**src/sv/trq_pkg.sv**
```systemverilog
// shared constants, types and counter helpers for the task run queue
`timescale 1ns / 1ps
`default_nettype none

package trq_pkg;

  localparam int QUEUE_DEPTH = 64;
  localparam int MAX_RUN     = 32;
  localparam int TASK_W      = 16;
  localparam int ADDR_W      = $clog2(QUEUE_DEPTH);
  localparam int CNT_W       = $clog2(2 * QUEUE_DEPTH);
  localparam int RUN_W       = $clog2(MAX_RUN + 1);

  typedef enum logic [1:0] {
    MODE_PUT  = 2'd0,
    MODE_GET  = 2'd1,
    MODE_GRAB = 2'd2
  } mode_e;

  typedef enum logic [1:0] {
    ST_OK    = 2'd0,
    ST_EMPTY = 2'd1,
    ST_FULL  = 2'd2
  } status_e;

  typedef struct packed {
    logic put;
    logic emit_next;
    logic inherit;
    logic emit_empty;
    logic rd_issue;
    logic emit_rd;
    logic last;
  } cmd_t;

  typedef struct packed {
    logic             next_valid;
    logic             ring_empty;
    logic             ring_full;
    logic [RUN_W-1:0] run_len;
    logic             out_free;
  } stat_t;

  function automatic logic [ADDR_W-1:0] cnt_to_addr(input logic [CNT_W-1:0] c);
    logic [CNT_W-1:0] a;
    a = (c >= CNT_W'(QUEUE_DEPTH)) ? c - CNT_W'(QUEUE_DEPTH) : c;
    return a[ADDR_W-1:0];
  endfunction

  function automatic logic [CNT_W-1:0] cnt_inc(input logic [CNT_W-1:0] c);
    logic [CNT_W-1:0] n;
    n = (c == CNT_W'(2 * QUEUE_DEPTH - 1)) ? '0 : c + 1'b1;
    return n;
  endfunction

  function automatic logic [CNT_W-1:0] occupancy(input logic [CNT_W-1:0] t,
                                                 input logic [CNT_W-1:0] h);
    logic [CNT_W:0] d;
    d = {1'b0, t} + (CNT_W + 1)'(2 * QUEUE_DEPTH) - {1'b0, h};
    if (d >= (CNT_W + 1)'(2 * QUEUE_DEPTH)) begin
      d = d - (CNT_W + 1)'(2 * QUEUE_DEPTH);
    end
    return d[CNT_W-1:0];
  endfunction

endpackage

`default_nettype wire

```
**src/sv/trq_ctrl.sv**
```systemverilog
// controller state machine: decodes items and sequences ring reads
`timescale 1ns / 1ps
`default_nettype none

module trq_ctrl (
  input  wire logic          clk_i,
  input  wire logic          rst_ni,
  input  wire logic          in_valid_i,
  output logic               in_ready_o,
  input  wire logic [1:0]    mode_i,
  input  wire logic          take_next_slot_i,
  input  wire trq_pkg::stat_t stat_i,
  output trq_pkg::cmd_t      cmd_o
);

  typedef enum logic {
    S_IDLE,
    S_DRAIN
  } state_e;

  state_e                       state_q, state_d;
  logic [trq_pkg::RUN_W-1:0]    cnt_q, cnt_d;
  logic                         accept;

  assign in_ready_o = (state_q == S_IDLE) && stat_i.out_free;
  assign accept     = in_valid_i && in_ready_o;

  always_comb begin
    state_d = state_q;
    cnt_d   = cnt_q;
    cmd_o   = '0;
    unique case (state_q)
      S_IDLE: begin
        if (accept) begin
          unique case (mode_i)
            trq_pkg::MODE_PUT: begin
              cmd_o.put = 1'b1;
            end
            trq_pkg::MODE_GET: begin
              if (stat_i.next_valid) begin
                cmd_o.emit_next = 1'b1;
                cmd_o.inherit   = 1'b1;
              end else if (stat_i.ring_empty) begin
                cmd_o.emit_empty = 1'b1;
              end else begin
                cmd_o.rd_issue = 1'b1;
                cnt_d          = '0;
                state_d        = S_DRAIN;
              end
            end
            trq_pkg::MODE_GRAB: begin
              if (!stat_i.ring_empty) begin
                cmd_o.rd_issue = 1'b1;
                cnt_d          = stat_i.run_len - 1'b1;
                state_d        = S_DRAIN;
              end else if (take_next_slot_i && stat_i.next_valid) begin
                cmd_o.emit_next = 1'b1;
              end else begin
                cmd_o.emit_empty = 1'b1;
              end
            end
            default: begin
            end
          endcase
        end
      end
      S_DRAIN: begin
        if (stat_i.out_free) begin
          cmd_o.emit_rd = 1'b1;
          cmd_o.last    = (cnt_q == '0);
          if (cnt_q != '0) begin
            cmd_o.rd_issue = 1'b1;
            cnt_d          = cnt_q - 1'b1;
          end else begin
            state_d = S_IDLE;
          end
        end
      end
      default: begin
        state_d = S_IDLE;
      end
    endcase
  end

  always_ff @(posedge clk_i or negedge rst_ni) begin
    if (!rst_ni) begin
      state_q <= S_IDLE;
      cnt_q   <= '0;
    end else begin
      state_q <= state_d;
      cnt_q   <= cnt_d;
    end
  end

endmodule

`default_nettype wire

```
**src/sv/trq_dp.sv**
```systemverilog
// datapath: ring memory, head and tail counters, next slot, output register
`timescale 1ns / 1ps
`default_nettype none

module trq_dp (
  input  wire logic                        clk_i,
  input  wire logic                        rst_ni,
  input  wire logic [trq_pkg::TASK_W-1:0]  task_id_i,
  input  wire logic                        to_next_slot_i,
  input  wire trq_pkg::cmd_t               cmd_i,
  output trq_pkg::stat_t                   stat_o,
  output logic                             out_valid_o,
  input  wire logic                        out_ready_i,
  output logic [trq_pkg::TASK_W-1:0]       out_task_o,
  output logic [1:0]                       status_o,
  output logic                             inherit_time_o,
  output logic                             last_o
);

  logic [trq_pkg::TASK_W-1:0] mem [trq_pkg::QUEUE_DEPTH];
  logic [trq_pkg::TASK_W-1:0] rdata_q;

  logic [trq_pkg::CNT_W-1:0]  head_q, head_d, tail_q, tail_d;
  logic [trq_pkg::TASK_W-1:0] next_task_q, next_task_d;
  logic                       next_valid_q, next_valid_d;

  logic                       out_valid_q, out_valid_d;
  logic [trq_pkg::TASK_W-1:0] out_task_q, out_task_d;
  trq_pkg::status_e           status_q, status_d;
  logic                       inherit_q, inherit_d;
  logic                       last_q, last_d;

  logic [trq_pkg::CNT_W-1:0]  occ;
  logic [trq_pkg::CNT_W:0]    half_up;
  logic                       full;
  logic                       need_push;
  logic                       do_write;
  logic [trq_pkg::TASK_W-1:0] bound;
  logic                       load;

  assign occ     = trq_pkg::occupancy(tail_q, head_q);
  assign half_up = ({1'b0, occ} + 1'b1) >> 1;
  assign full    = (occ >= trq_pkg::CNT_W'(trq_pkg::QUEUE_DEPTH));

  assign need_push = !to_next_slot_i || next_valid_q;
  assign bound     = to_next_slot_i ? next_task_q : task_id_i;
  assign do_write  = cmd_i.put && need_push && !full;

  assign load = cmd_i.put || cmd_i.emit_next || cmd_i.emit_empty || cmd_i.emit_rd;

  always_comb begin
    stat_o.next_valid = next_valid_q;
    stat_o.ring_empty = (occ == '0);
    stat_o.ring_full  = full;
    stat_o.out_free   = !out_valid_q || out_ready_i;
    if (32'(half_up) > 32'(trq_pkg::MAX_RUN)) begin
      stat_o.run_len = trq_pkg::RUN_W'(trq_pkg::MAX_RUN);
    end else begin
      stat_o.run_len = trq_pkg::RUN_W'(half_up);
    end
  end

  always_comb begin
    head_d       = head_q;
    tail_d       = tail_q;
    next_task_d  = next_task_q;
    next_valid_d = next_valid_q;
    out_task_d   = out_task_q;
    status_d     = status_q;
    inherit_d    = inherit_q;
    last_d       = last_q;
    out_valid_d  = out_valid_q && !out_ready_i;

    if (do_write) begin
      tail_d = trq_pkg::cnt_inc(tail_q);
    end
    if (cmd_i.rd_issue) begin
      head_d = trq_pkg::cnt_inc(head_q);
    end

    if (load) begin
      out_valid_d = 1'b1;
      out_task_d  = '0;
      status_d    = trq_pkg::ST_OK;
      inherit_d   = 1'b0;
      last_d      = 1'b1;
    end

    if (cmd_i.put) begin
      if (need_push && full) begin
        status_d = trq_pkg::ST_FULL;
      end
      if (to_next_slot_i) begin
        next_task_d  = task_id_i;
        next_valid_d = 1'b1;
      end
    end

    if (cmd_i.emit_next) begin
      out_task_d   = next_task_q;
      inherit_d    = cmd_i.inherit;
      next_task_d  = '0;
      next_valid_d = 1'b0;
    end

    if (cmd_i.emit_empty) begin
      status_d = trq_pkg::ST_EMPTY;
    end

    if (cmd_i.emit_rd) begin
      out_task_d = rdata_q;
      last_d     = cmd_i.last;
    end
  end

  always_ff @(posedge clk_i) begin
    if (do_write) begin
      mem[trq_pkg::cnt_to_addr(tail_q)] <= bound;
    end
  end

  always_ff @(posedge clk_i) begin
    if (cmd_i.rd_issue) begin
      rdata_q <= mem[trq_pkg::cnt_to_addr(head_q)];
    end
  end

  always_ff @(posedge clk_i or negedge rst_ni) begin
    if (!rst_ni) begin
      head_q       <= '0;
      tail_q       <= '0;
      next_task_q  <= '0;
      next_valid_q <= 1'b0;
      out_valid_q  <= 1'b0;
    end else begin
      head_q       <= head_d;
      tail_q       <= tail_d;
      next_task_q  <= next_task_d;
      next_valid_q <= next_valid_d;
      out_valid_q  <= out_valid_d;
    end
  end

  always_ff @(posedge clk_i) begin
    out_task_q <= out_task_d;
    status_q   <= status_d;
    inherit_q  <= inherit_d;
    last_q     <= last_d;
  end

  assign out_valid_o    = out_valid_q;
  assign out_task_o     = out_task_q;
  assign status_o       = status_q;
  assign inherit_time_o = inherit_q;
  assign last_o         = last_q;

endmodule

`default_nettype wire

```
**src/sv/task_run_queue_with_next_slot_top.sv**
```systemverilog
// top level of the task run queue: ring plus next slot, put, get and grab
// put, get from the next slot and empty results: the result is registered in the cycle after the item is taken
// get from the ring: the memory read is registered in rdata_q, then loaded into the output register
// grab of n tasks: a registered read first, then one result per cycle while the output is not stalled
// the next item is taken once the last result of the previous one is loaded
// reset empties the ring and the next slot at once; ring contents are undefined
`timescale 1ns / 1ps
`default_nettype none

module task_run_queue_with_next_slot_top (
  input  wire logic        clk_i,
  input  wire logic        rst_ni,
  input  wire logic        in_valid_i,
  output logic             in_ready_o,
  input  wire logic [1:0]  mode_i,
  input  wire logic [15:0] task_id_i,
  input  wire logic        to_next_slot_i,
  input  wire logic        take_next_slot_i,
  output logic             out_valid_o,
  input  wire logic        out_ready_i,
  output logic [15:0]      out_task_o,
  output logic [1:0]       status_o,
  output logic             inherit_time_o,
  output logic             last_o
);

  trq_pkg::cmd_t  cmd;
  trq_pkg::stat_t stat;

  trq_ctrl u_ctrl (
    .clk_i            (clk_i),
    .rst_ni           (rst_ni),
    .in_valid_i       (in_valid_i),
    .in_ready_o       (in_ready_o),
    .mode_i           (mode_i),
    .take_next_slot_i (take_next_slot_i),
    .stat_i           (stat),
    .cmd_o            (cmd)
  );

  trq_dp u_dp (
    .clk_i          (clk_i),
    .rst_ni         (rst_ni),
    .task_id_i      (task_id_i),
    .to_next_slot_i (to_next_slot_i),
    .cmd_i          (cmd),
    .stat_o         (stat),
    .out_valid_o    (out_valid_o),
    .out_ready_i    (out_ready_i),
    .out_task_o     (out_task_o),
    .status_o       (status_o),
    .inherit_time_o (inherit_time_o),
    .last_o         (last_o)
  );

  a_get_next_inherits: assert property (@(posedge clk_i) disable iff (!rst_ni)
    in_valid_i && in_ready_o && (mode_i == trq_pkg::MODE_GET) && stat.next_valid
    |=> out_valid_o && inherit_time_o && last_o)
    else $error("get from next slot did not return an inherit result");

  a_run_blocks_input: assert property (@(posedge clk_i) disable iff (!rst_ni)
    out_valid_o && !last_o |-> !in_ready_o)
    else $error("item accepted in the middle of a grab run");

  a_read_occupied: assert property (@(posedge clk_i) disable iff (!rst_ni)
    cmd.rd_issue |-> !stat.ring_empty)
    else $error("ring read while ring is empty");

  a_full_not_empty: assert property (@(posedge clk_i) disable iff (!rst_ni)
    stat.ring_full |-> !stat.ring_empty && !cmd.emit_empty)
    else $error("ring full and empty at once");

endmodule

`default_nettype wire
```
**config.mk**
```make
export PLATFORM = sky130hd
export DESIGN_NAME = task_run_queue_with_next_slot_top
export DESIGN_NICKNAME = d
export VERILOG_FILES = /design/src/sv/trq_pkg.sv /design/src/sv/trq_ctrl.sv /design/src/sv/trq_dp.sv /design/src/sv/task_run_queue_with_next_slot_top.sv
export SDC_FILE = /design/constraint.sdc
export NUM_CORES = 1
export LEC_CHECK = 0
export ABC_AREA = 1
export BUFFER_PORTS_ARGS = -buffer_cell sky130_fd_sc_hd__buf_2
export CAP_MARGIN = 5
export CORE_UTILIZATION = 35
export CTS_CLUSTER_SIZE = 28
export DETAILED_ROUTE_END_ITERATION = 16
export PLACE_DENSITY = 0.59
export SLEW_MARGIN = 30
export SYNTH_ARGS = -nofsm -noshare
export SYNTH_HDL_FRONTEND = slang
export SYNTH_SLANG_ARGS = --single-unit
```
**constraint.sdc**
```tcl
create_clock -name clk_i -period 4.9 [get_ports clk_i]
set_input_delay 0.49 -clock clk_i [delete_from_list [all_inputs] [get_ports clk_i]]
set_output_delay 0.49 -clock clk_i [all_outputs]
set_load 0.01 [all_outputs]
```
==> impl_metrics.yaml <==
flow_run:
  drv_cap: 0
critical_path:
  rr_startpoint: "u_dp.head_q[5]"
  cp_common_cell: "nand2_1"
  cp_max_fo: 14
  max_stage_delay_ps: 570
  crit_path_start_kind: "flip-flop"
  end_kind: "flip-flop"
  path_class: "reg2reg"
  crit_required_ps: 5270
  worstRegToRegCells: 14
  reg2reg_setup_slack_ps: 970
  path_delay_family: "simple AND/OR/NAND/NOR gates"
  cp.arrival_ps: 4300
  r2r_end: "u_dp.mem[52][1]"
  crit_chain: "inv_1 -> ha_1 -> nand2_1 -> nor2_1 -> nand2_1 -> nand3_1 -> nand2_1 -> nand2_1 -> nand2_2 -> nor2_2 -> nand3_1 -> buf_4 -> nor2_2 -> buf_4"
  cp.buffers_inverters: 3
  cpMaxStageDelayCell: "dfrtp_1"
yosys:
  synthCells: 3400
  synth_top_family_by_area: "compound AO/OA/AOI/OAI gates"
  synth.mux.area_fraction_pct: 0
  synth_fp_nets: 3440
  synthAdderAreaFrac_pct: 0.472
  synth-simple-area-share_pct: 9.90
  avgSynthCellArea_um2: 12.9
  yosys.cell_types.count: 43
  yosys_warnings: 0
  synth_area_mm2: 0.0440
  synth-xor-area-share_pct: 0.136
  synth_compound_area_share_pct: 12.2
  synth-seq-cells: 1099
  seq_area_frac_synth_pct: 74.5
floorplan:
  ios: 46
  initial_core_util_pct: 35.4
  core_area_mm2: 0.124
  die_h_um: 357
  die-area_mm2: 0.127
  rows: 129
  die_w_um: 357
drt:
  wl_per_cell_um: 24.1
  avgViaCountPerCell: 5.51
  wirelength_mm: 126
  dr.pass1.iters: 6
  postRouteAntennaNets: 0
  vias: 28700
  drt_iter0_markers: 3572
  drcViolationCount: 0
power_and_ir_drop:
  p_leak_nw: 16.4
  powerDensity_mw_per_mm2: 612
  irDropWorstVdd_mv: 0.436
worst_hold_path:
  hold_class: "in2reg"
  hold_path_end: "u_dp.next_task_q[2]"
  worst_hold_path.num_cells: 3
  hp-start: "task_id_i[2]"
timing:
  hold_violations: 0
  min_period_over_period_pct: 80.2
  drv_slew: 0
  final.min_clock_period_ps: 3930
  max_freq_mhz: 254
  setup_viol: 0
  rsz0062_at_grt: "no"
  finalWorstSetupSlack_ps: 970
  tightestPinTransition_ps: 964
  skew_ps: 24.4
  slew-limit-headroom_pct: 35.7
  whs_ps: 66.1
  finalSetupTns_ps: 0
clock_tree:
  cts_tree: "yes"
  cts_buffer_depth: 3
  htreeDepth: 3
  cts_setup_buffers: 0
  clk_latency_ps: 690
  cts_num_sinks: 1099
  clk_pin_slew_ps: 60
  cts_buffers: 110
  cts_root_buf: "clkbuf_16"
placed_design:
  numPortBuffers: 45
  hpwlAfterDp_mm: 74.1
  place_congestion: 0.930
  dpl_cell_area_mm2: 0.0467
  place_ws_ps: 1010
finish:
  design_area_mm2: 0.0504
  drive_gt1_share_pct: 12.3
  final_core_util_pct: 40.5
  mostFrequentLayoutCells: "edfxtp_1 (1058), nor2_1 (596), o21ai_0 (529), nand2_1 (233), nand3_1 (163)"
  layout_commonest_cell: "edfxtp_1"
  area_delta_synth_final_pct: 14.5
  layout.nets: 3511
  num_antenna_cells: 0
global_route:
  antenna_found_initial: 0
  grt_usage_pct: 19.3
  grt_pass1_wl_mm: 183
  grt_max_degree: 148
  grt_pass1_vias: 27000
  grt_overflow_total: 0
outcome:
  outcome: "complete, no violations"
-- worst register-to-register path: stages, from the launching register on --
cell	delay, ps
dfrtp_1	570
inv_1	350
ha_1	490
nand2_1	100
nor2_1	130
nand2_1	70
nand3_1	90
nand2_1	60
nand2_1	150
nand2_2	160
nor2_2	270
nand3_1	150
buf_4	210
nor2_2	520
buf_4	310
-- stage by stage --
stage / std cells / power, W
final: 5200 / 0.0309
after global routing: 5200 / 0.0321
after floorplan: 3400 / 0.0182
after detailed placement: 4995 / 0.0223
after CTS: 5200 / 0.0308
after global placement: 4994 / 0.0222
-- metal layers --
layer / vias to the layer above / routed length, µm / share of wire (%) / track usage (%)
met5: - / 0 / 0 / 0
met4: 0 / 3910 / 3.1 / 6.42
met3: 207 / 11000 / 8.8 / 3.47
met2: 1426 / 57000 / 45 / 29.7
met1: 14200 / 53600 / 43 / 27.6
li1: 12800 / - / - / -
-- flip-flops by register name, summed over array words and instances (netlist names) --
register and cells:
u_dp.last_o 1, u_dp.status_o 2, u_dp.mem 1024, u_dp.tail_q 7, u_dp.out_task_o 16, u_dp.inherit_time_o 1
u_dp.out_valid_o 1, u_ctrl.cnt_q 6, u_dp.next_valid_q 1, u_dp.head_q 7, u_dp.rdata_q 16, u_dp.next_task_q 16
u_ctrl.state_q 1
-- timing repair --
| item | in CTS | in global routing |
|---|---|---|
| hold endpoints to repair | 39 | 0 |
| endpoints found under the setup margin | 0 | 0 |
| hold buffers | 1 | 0 |
| resized for setup | 0 | 0 |
-- cell usage after synthesis, drive strengths merged --
library cell / number / area [µm²]
clkinv: 1 / 3.75
o22ai: 158 / 988
nand3: 170 / 886
xnor2: 3 / 33.8
a32o: 4 / 40.0
o211ai: 28 / 210
ha: 15 / 188
nand4: 8 / 50.1
or2: 1 / 6.26
nand2: 248 / 978
o221ai: 100 / 876
dfxtp: 2 / 40.0
nor4: 1 / 12.5
dfrtp: 39 / 976
inv: 75 / 284
nor3b: 1 / 7.51
fa: 1 / 20.0
nor2: 614 / 2340
a22oi: 1 / 7.51
a21oi: 54 / 278
a31oi: 5 / 31.3
o21ai: 575 / 2940
o21a: 1 / 7.51
buf: 55 / 307
clkbuf: 167 / 627
edfxtp: 1058 / 31800
nor3: 12 / 75.1
xor2: 3 / 26.3
-- logic make-up (layout without fill, tap and decap cells) --
kind of cell | after synthesis | after routing
flip-flops | 1099 | 1099
buffers and inverters | 298 | 461
AO/OA/AOI/OAI | 926 | 926
AND/OR/NAND/NOR | 1055 | 1055
adder cells (fa/ha/maj) | 16 | 16
XOR/XNOR | 6 | 6
-- how the worst max path moves through the flow --
| stage | startpoint | endpoint | slack (ps) | depth (start not counted) |
|---|---|---|---|---|
| 3_3_place_gp | u_dp.head_q[5] | u_dp.mem[53][15] | 1050 | 14 |
| 6_report | u_dp.head_q[5] | u_dp.mem[52][1] | 970 | 14 |
| 2_1_floorplan | to_next_slot_i | u_dp.mem[0][12] | 900 | 3 |
| 3_5_place_dp | u_dp.head_q[5] | u_dp.mem[60][14] | 1010 | 14 |
| 4_1_cts | u_dp.head_q[5] | u_dp.mem[52][1] | 990 | 14 |
| 5_1_grt | u_dp.head_q[5] | u_dp.mem[53][1] | 670 | 14 |
-- final cells by class --
class / count / area (µm²)
fill: 11500 / 73900
sequential: 1099 / 32800
multi-input combinational: 2003 / 10200
clock buffer: 140 / 2900
tap: 1637 / 2050
timing repair buffer: 181 / 1350
clock inverter: 64 / 764
inverter: 76 / 303
-- power by group --
group	internal [W]	switching, W	total (W)	leakage (nW)
logic	0.00278	0.00807	0.0109	4.54
registers	0.0112	0.000246	0.0114	10.1
clock network	0.00502	0.00357	0.00859	1.78
No activity file was read; power rests on OpenSTA's default activity.
